<file path="src/sv/stp_pkg.sv">
// Package for the stepper half-step sequencer.
// Holds payload and configuration types, register indexes and the coil table.
// No dependencies.
`default_nettype none

package stp_pkg;

    localparam int PhaseW  = 3;
    localparam int DelayW  = 8;
    localparam int CoilW   = 4;
    localparam int ButtonW = 4;
    localparam int CfgIdxW = 1;

    localparam logic [CfgIdxW-1:0] CFG_SLOWEST = 1'd0;
    localparam logic [CfgIdxW-1:0] CFG_FASTEST = 1'd1;

    localparam logic REQ_TICK   = 1'b0;
    localparam logic REQ_BUTTON = 1'b1;

    localparam int BTN_RIGHT  = 0;
    localparam int BTN_SLOWER = 1;
    localparam int BTN_LEFT   = 2;
    localparam int BTN_FASTER = 3;

    localparam logic [DelayW-1:0] SLOWEST_RESET = 8'd20;
    localparam logic [DelayW-1:0] FASTEST_RESET = 8'd1;
    localparam logic [DelayW-1:0] DELAY_RESET   = 8'd15;
    localparam logic [DelayW-1:0] DELAY_MAX     = 8'd255;
    localparam logic [DelayW-1:0] DELAY_MIN     = 8'd1;

    typedef struct packed {
        logic               req_type;
        logic [ButtonW-1:0] buttons;
    } t_in_item;

    typedef struct packed {
        logic [CoilW-1:0]  coil_pattern;
        logic [DelayW-1:0] delay_ms_now;
        logic              turning_left;
    } t_out_item;

    typedef struct packed {
        logic [DelayW-1:0] slowest_delay_ms;
        logic [DelayW-1:0] fastest_delay_ms;
    } t_cfg;

    function automatic logic [CoilW-1:0] coil_of(input logic [PhaseW-1:0] phase);
        logic [CoilW-1:0] pattern;
        case (phase)
            3'd0:    pattern = 4'b1100;
            3'd1:    pattern = 4'b0100;
            3'd2:    pattern = 4'b0110;
            3'd3:    pattern = 4'b0010;
            3'd4:    pattern = 4'b0011;
            3'd5:    pattern = 4'b0001;
            3'd6:    pattern = 4'b1001;
            3'd7:    pattern = 4'b1000;
            default: pattern = 4'b1100;
        endcase
        return pattern;
    endfunction

endpackage

`default_nettype wire

</file>
<file path="src/sv/stp_cfg.sv">
// Configuration registers of the stepper half-step sequencer.
// Depends on stp_pkg.
`default_nettype none

module stp_cfg import stp_pkg::*; (
    input  wire logic                      i_clk,
    input  wire logic                      i_rst_n,
    input  wire logic                      i_cfg_we,
    input  wire logic [CfgIdxW-1:0]        i_cfg_idx,
    input  wire logic [DelayW-1:0]         i_cfg_data,
    output t_cfg                           o_cfg
);

    t_cfg r_cfg;
    t_cfg n_cfg;

    always_comb begin
        n_cfg = r_cfg;
        if (i_cfg_we) begin
            case (i_cfg_idx)
                CFG_SLOWEST: n_cfg.slowest_delay_ms = i_cfg_data;
                CFG_FASTEST: n_cfg.fastest_delay_ms = i_cfg_data;
                default:     n_cfg = r_cfg;
            endcase
        end
    end

    always_ff @(posedge i_clk) begin
        if (!i_rst_n) begin
            r_cfg.slowest_delay_ms <= SLOWEST_RESET;
            r_cfg.fastest_delay_ms <= FASTEST_RESET;
        end else begin
            r_cfg <= n_cfg;
        end
    end

    assign o_cfg = r_cfg;

endmodule

`default_nettype wire

</file>
<file path="src/sv/stp_core.sv">
// Sequencer state and its update for one transaction.
// Depends on stp_pkg.
`default_nettype none

module stp_core import stp_pkg::*; (
    input  wire logic      i_clk,
    input  wire logic      i_rst_n,
    input  wire logic      i_fire,
    input  wire t_in_item  i_item,
    input  wire t_cfg      i_cfg,
    output t_out_item      o_result
);

    logic [PhaseW-1:0] r_phase, n_phase;
    logic              r_dir,   n_dir;
    logic [DelayW-1:0] r_delay, n_delay;
    logic [DelayW-1:0] r_ticks, n_ticks;
    logic [DelayW-1:0] ticks_inc;
    logic [DelayW-1:0] delay_slow;

    always_comb begin
        n_phase    = r_phase;
        n_dir      = r_dir;
        n_delay    = r_delay;
        n_ticks    = r_ticks;
        ticks_inc  = (r_ticks != DELAY_MAX) ? r_ticks + 8'd1 : r_ticks;
        delay_slow = r_delay;
        if (i_item.req_type == REQ_TICK) begin
            n_ticks = ticks_inc;
            if (ticks_inc >= r_delay) begin
                n_ticks = '0;
                n_phase = r_dir ? r_phase - 3'd1 : r_phase + 3'd1;
            end
        end else begin
            if (i_item.buttons[BTN_SLOWER] && r_delay < i_cfg.slowest_delay_ms
                    && r_delay != DELAY_MAX) begin
                delay_slow = r_delay + 8'd1;
            end
            n_delay = delay_slow;
            if (i_item.buttons[BTN_FASTER] && delay_slow > i_cfg.fastest_delay_ms
                    && delay_slow > DELAY_MIN) begin
                n_delay = delay_slow - 8'd1;
            end
            if (i_item.buttons[BTN_LEFT]) begin
                n_dir = 1'b1;
            end else if (i_item.buttons[BTN_RIGHT]) begin
                n_dir = 1'b0;
            end
        end
        o_result.coil_pattern = coil_of(n_phase);
        o_result.delay_ms_now = n_delay;
        o_result.turning_left = n_dir;
    end

    always_ff @(posedge i_clk) begin
        if (!i_rst_n) begin
            r_phase <= '0;
            r_dir   <= 1'b0;
            r_delay <= DELAY_RESET;
            r_ticks <= '0;
        end else if (i_fire) begin
            r_phase <= n_phase;
            r_dir   <= n_dir;
            r_delay <= n_delay;
            r_ticks <= n_ticks;
        end
    end

endmodule

`default_nettype wire

</file>
<file path="src/sv/stepper_half_step_sequencer.sv">
// Top level of the stepper half-step sequencer: input register, core, result register.
// Depends on stp_pkg, stp_cfg and stp_core.
//
//   channel | direction | handshake               | payload
//   in      | input     | i_in_valid / o_in_stall | i_in_item  (t_in_item)
//   out     | output    | o_out_valid/ i_out_stall| o_out_item (t_out_item)
//   cfg     | input     | i_cfg_we                | i_cfg_idx, i_cfg_data
//
// One transaction per cycle while the output does not stall; an accepted item passes
// from the input register through the core, which updates its state, to the result register.
// Reset is synchronous, active low; it clears state and both valid flags.
// A stall on the output holds the result register and, while it holds an item, the input register.
`default_nettype none

module stepper_half_step_sequencer import stp_pkg::*; (
    input  wire logic                 i_clk,
    input  wire logic                 i_rst_n,
    input  wire logic                 i_in_valid,
    output logic                      o_in_stall,
    input  wire t_in_item             i_in_item,
    output logic                      o_out_valid,
    input  wire logic                 i_out_stall,
    output t_out_item                 o_out_item,
    input  wire logic                 i_cfg_we,
    input  wire logic [CfgIdxW-1:0]   i_cfg_idx,
    input  wire logic [DelayW-1:0]    i_cfg_data
);

    t_cfg      cfg;
    t_out_item result;
    logic      r_in_valid;
    t_in_item  r_in_item;
    logic      r_out_valid;
    t_out_item r_out_item;
    logic      out_open;
    logic      fire;

    assign out_open   = !r_out_valid || !i_out_stall;
    assign fire       = r_in_valid && out_open;
    assign o_in_stall = r_in_valid && !out_open;

    stp_cfg u_cfg (
        .i_clk      (i_clk),
        .i_rst_n    (i_rst_n),
        .i_cfg_we   (i_cfg_we),
        .i_cfg_idx  (i_cfg_idx),
        .i_cfg_data (i_cfg_data),
        .o_cfg      (cfg)
    );

    stp_core u_core (
        .i_clk    (i_clk),
        .i_rst_n  (i_rst_n),
        .i_fire   (fire),
        .i_item   (r_in_item),
        .i_cfg    (cfg),
        .o_result (result)
    );

    always_ff @(posedge i_clk) begin
        if (!i_rst_n) begin
            r_in_valid <= 1'b0;
        end else if (!o_in_stall) begin
            r_in_valid <= i_in_valid;
        end
    end

    always_ff @(posedge i_clk) begin
        if (!o_in_stall && i_in_valid) begin
            r_in_item <= i_in_item;
        end
    end

    always_ff @(posedge i_clk) begin
        if (!i_rst_n) begin
            r_out_valid <= 1'b0;
        end else if (out_open) begin
            r_out_valid <= r_in_valid;
        end
    end

    always_ff @(posedge i_clk) begin
        if (fire) begin
            r_out_item <= result;
        end
    end

    assign o_out_valid = r_out_valid;
    assign o_out_item  = r_out_item;

endmodule

`default_nettype wire

</file>
<file path="config.mk">
export PLATFORM = sky130hd
export DESIGN_NAME = stepper_half_step_sequencer
export DESIGN_NICKNAME = d
export VERILOG_FILES = /design/src/sv/stp_pkg.sv /design/src/sv/stp_cfg.sv /design/src/sv/stp_core.sv /design/src/sv/stepper_half_step_sequencer.sv
export SDC_FILE = /design/constraint.sdc
export NUM_CORES = 1
export LEC_CHECK = 0
export ABC_AREA = 1
export ABC_CLOCK_PERIOD_IN_PS = 8000
export BUFFER_PORTS_ARGS = -buffer_cell sky130_fd_sc_hd__buf_2
export CORE_MARGIN = 2
export CORE_UTILIZATION = 58
export DETAILED_ROUTE_END_ITERATION = 10
export GPL_TIMING_DRIVEN = 0
export PLACE_DENSITY = 0.88
export SKIP_LAST_GASP = 1
export SLEW_MARGIN = 10
export SYNTH_ARGS = -nofsm -noshare
export SYNTH_HDL_FRONTEND = slang
export SYNTH_SLANG_ARGS = --single-unit
</file>
<file path="constraint.sdc">
create_clock -name i_clk -period 8 [get_ports i_clk]
set_input_delay 1.6 -clock i_clk [delete_from_list [all_inputs] [get_ports i_clk]]
set_output_delay 1.6 -clock i_clk [all_outputs]
set_load 0.02 [all_outputs]
</file>
==> results.ini <==
[synthesis]
synth_common_cells=nand2_1 (105), inv_1 (66), a21oi_1 (40)
synth_seq_cells=56
ys_warn_count=0
synth_top_area_frac=0.213
syn_area_per_cell_um2=7.71
synth_edf_count=18
syn_nets=511
async_reset_ff_frac=0
netlist_instances=464
yosysMostFrequentCell=nand2_1
yosysTopAreaCell=dfxtp_1
ys_types=44
netlist_area_um2=3580
synth_top_flop_cell=dfxtp_1
ys_top_cells_by_area=dfxtp_1 (21%), edfxtp_1 (15%), nand2_1 (11%), ha_1 (9.4%), inv_1 (6.9%)
synth-seq-area-share=0.364

[pwr]
comb_power_share=0.331
switchingPower_mw=0.254
clkPwrFrac=0.210
vdd_drop_max_uv=104
power_mw=0.713
power_leakage_nw=1.93
seqPwrFrac=0.459
p_int_mw=0.459
switching_share=0.356
p_per_area_nw_per_um2=182

[floorplan]
die_x_um=82.5
fp.coreArea_um2=5960
die_h_um=82.5
fp-row-count=28
start_util=0.600
die_area_um2=6810
io_pins=34

[grt]
grt_util_all_layers=0.255
grt_antenna_before_repair=0
grt_start_max_net_pins=23
grt-ovfl-total=0
grt_pass1_vias=2964
grt_pass1_wl_mm=13.3

[layout]
fin_nets=551
fin_area_um2=3920
layoutNonFillerInstCount=580
drive_gt1_frac=0.147
synthToLayoutAreaGrowth_pct=9.48
fin_util=0.657
antennaDiodeCount=0

[setup_path]
cp_num_cells=4
slowest_stage=buf_2
r2r_start=u_core.r_delay[7]$_SDFFE_PN0P_
ff2ff_path_depth=20
required_ns=6.40
startpoint_type=input pin
r2r_slack_ns=4.39
arrival_ns=2.04
crit_chain=buf_2, nand2_1, nor2_1, buf_2
critical_path_class=in -> out
path_max_fanout=3
cp_num_buf_inv=2
endpoint_kind=primary output
critPathMaxStageDelay_ns=0.18
crit_family=buffers and inverters
rr_endpoint=o_out_item[8]$_DFFE_PP_
cpMostUsedCell=buf_2

[drt]
drt_iter0_markers=219
ant_nets=0
drt_wl_total_mm=8.04
viasPerCell=5.44
drtPass1Iterations=5
wl_per_cell_um=13.9
drc=0
vias=3158

[timing]
fin_crit_ns=3.64
setup-tns-final_ns=0
worstMarginPinSlew_ns=0.512
finalCritPeriodShare=0.455
setup_viol=0
fmax_ghz=0.275
hold_viol=0
maxSlewHeadroom=0.659
rsz0062_at_grt=false
worst_clock_skew_ns=0.00787
whs_ns=0.478
finalMaxSlewViolations=0
worst_slack_ns=4.36

[clock_network]
h-tree-depth=2
cts-root-buf=clkbuf_8
cts_tree=built
cts.repair.resized=0
cts.sinks=56
insertion_delay_ns=0.31
cts_hold_buf=0
path_clk_slew_ns=0.10
cts-buffers-inserted=5
cts_buffer_depth=2
post_cts.repair.setup_buffers=0

[min_path]
hold_end=u_cfg.o_cfg[5]$_SDFFE_PN0P_
min_from=u_cfg.o_cfg[5]$_SDFFE_PN0P_
min_path_cells=2
hold_class=reg -> reg

[placed_design]
gp_congestion=0.923
dp_worst_setup_slack_ns=4.36
post-dp-hpwl_mm=6.28
port_buffers=33
placed_area_um2=3830
dp_cells=572

[outcome]
outcome=complete, no violations

[job]
cap_violations=0

[worst register-to-register path, stage by stage, from the launching register on]
cell and delay (ns):
dfxtp_1 0.51, ha_1 0.31, nand2_1 0.09, inv_1 0.06, and3_1 0.17, nor2_4 0.14
buf_4 0.19, nand4_1 0.10, nand2_1 0.20, inv_1 0.14, ha_1 0.20, inv_1 0.05
a21oi_1 0.06, o21ai_0 0.14, nand2_1 0.07, a21oi_1 0.41, nand4_1 0.22, inv_1 0.09
nand2_1 0.05, nand3_1 0.12, nand2_1 0.07
[registers in the layout, indices dropped and copies added (netlist names)]
name,flops
u_cfg.o_cfg,16
u_core.r_delay,8
r_in_valid,1
o_out_item,13
r_in_item,5
u_core.r_phase,3
u_core.r_ticks,8
o_out_valid,1
u_core.r_dir,1
[power by group through the flow]
stage          Combinational [mW]  Clock (mW)  Sequential, mW
2_1_floorplan               0.173           0           0.337
3_3_place_gp                0.222           0           0.333
3_5_place_dp                0.232           0           0.333
4_1_cts                     0.234       0.148           0.327
5_1_grt                     0.266       0.160           0.329
6_report                    0.236       0.149           0.327
[layout make-up]
class | instances | area [um^2]
Multi-Input combinational cell | 324 | 1920
Sequential cell | 56 | 1300
Tap cell | 75 | 93.8
Inverter | 70 | 268
Clock buffer | 7 | 76.3
Timing Repair Buffer | 33 | 165
Clock inverter | 1 | 3.75
Buffer | 14 | 85.1
Fill cell | 520 | 2040
[per-layer routing]
| metal | global-route usage | vias up | part of all wire | routed length [um] |
|---|---|---|---|---|
| met5 | 0 | - | 0 | 0 |
| met4 | 0.0902 | 0 | 0.029 | 231 |
| met3 | 0.0348 | 21 | 0.043 | 348 |
| met2 | 0.449 | 97 | 0.48 | 3880 |
| met1 | 0.318 | 1425 | 0.45 | 3580 |
| li1 | - | 1615 | - | - |
[placed cells by master (no fill, tap or decap), types with 2 or more instances in the layout]
cell type and n:
a211oi_1 3, a21oi_1 40, a21oi_2 3, a22oi_1 3
buf_2 35, buf_4 4, buf_6 2, clkbuf_1 8
clkbuf_8 5, dfxtp_1 38, edfxtp_1 18, ha_1 27
inv_1 66, inv_2 3, nand2_1 105, nand2_2 5
nand2_4 3, nand3_1 21, nand3_2 3, nand4_1 15
nor2_1 29, nor2_4 2, o211ai_1 3, o21a_1 3
o21ai_0 29, xnor2_1 2, xor2_1 11
[worst max-delay path by stage]
stage	slack, ns	startpoint	to
after detailed placement	4.36	i_out_stall	o_in_stall
after CTS	4.36	i_out_stall	o_in_stall
final	4.36	i_out_stall	o_in_stall
after global placement	4.37	i_out_stall	o_in_stall
after global routing	4.10	u_core.r_ticks[0]$_SDFFE_PN0P_	o_out_item[12]$_DFFE_PP_
after floorplan	4.41	i_out_stall	o_in_stall
[cell families after synthesis]
family          Yosys count  share of synthesized area
flops                    56                      0.364
simple gates            190                      0.252
compound gates           91                      0.146
fa+ha+maj                28                      0.100
mux                       1                    0.00315
xor+xnor                 14                     0.0364
buf+inv                  84                     0.0987
Power figures use the tool's default switching activity.
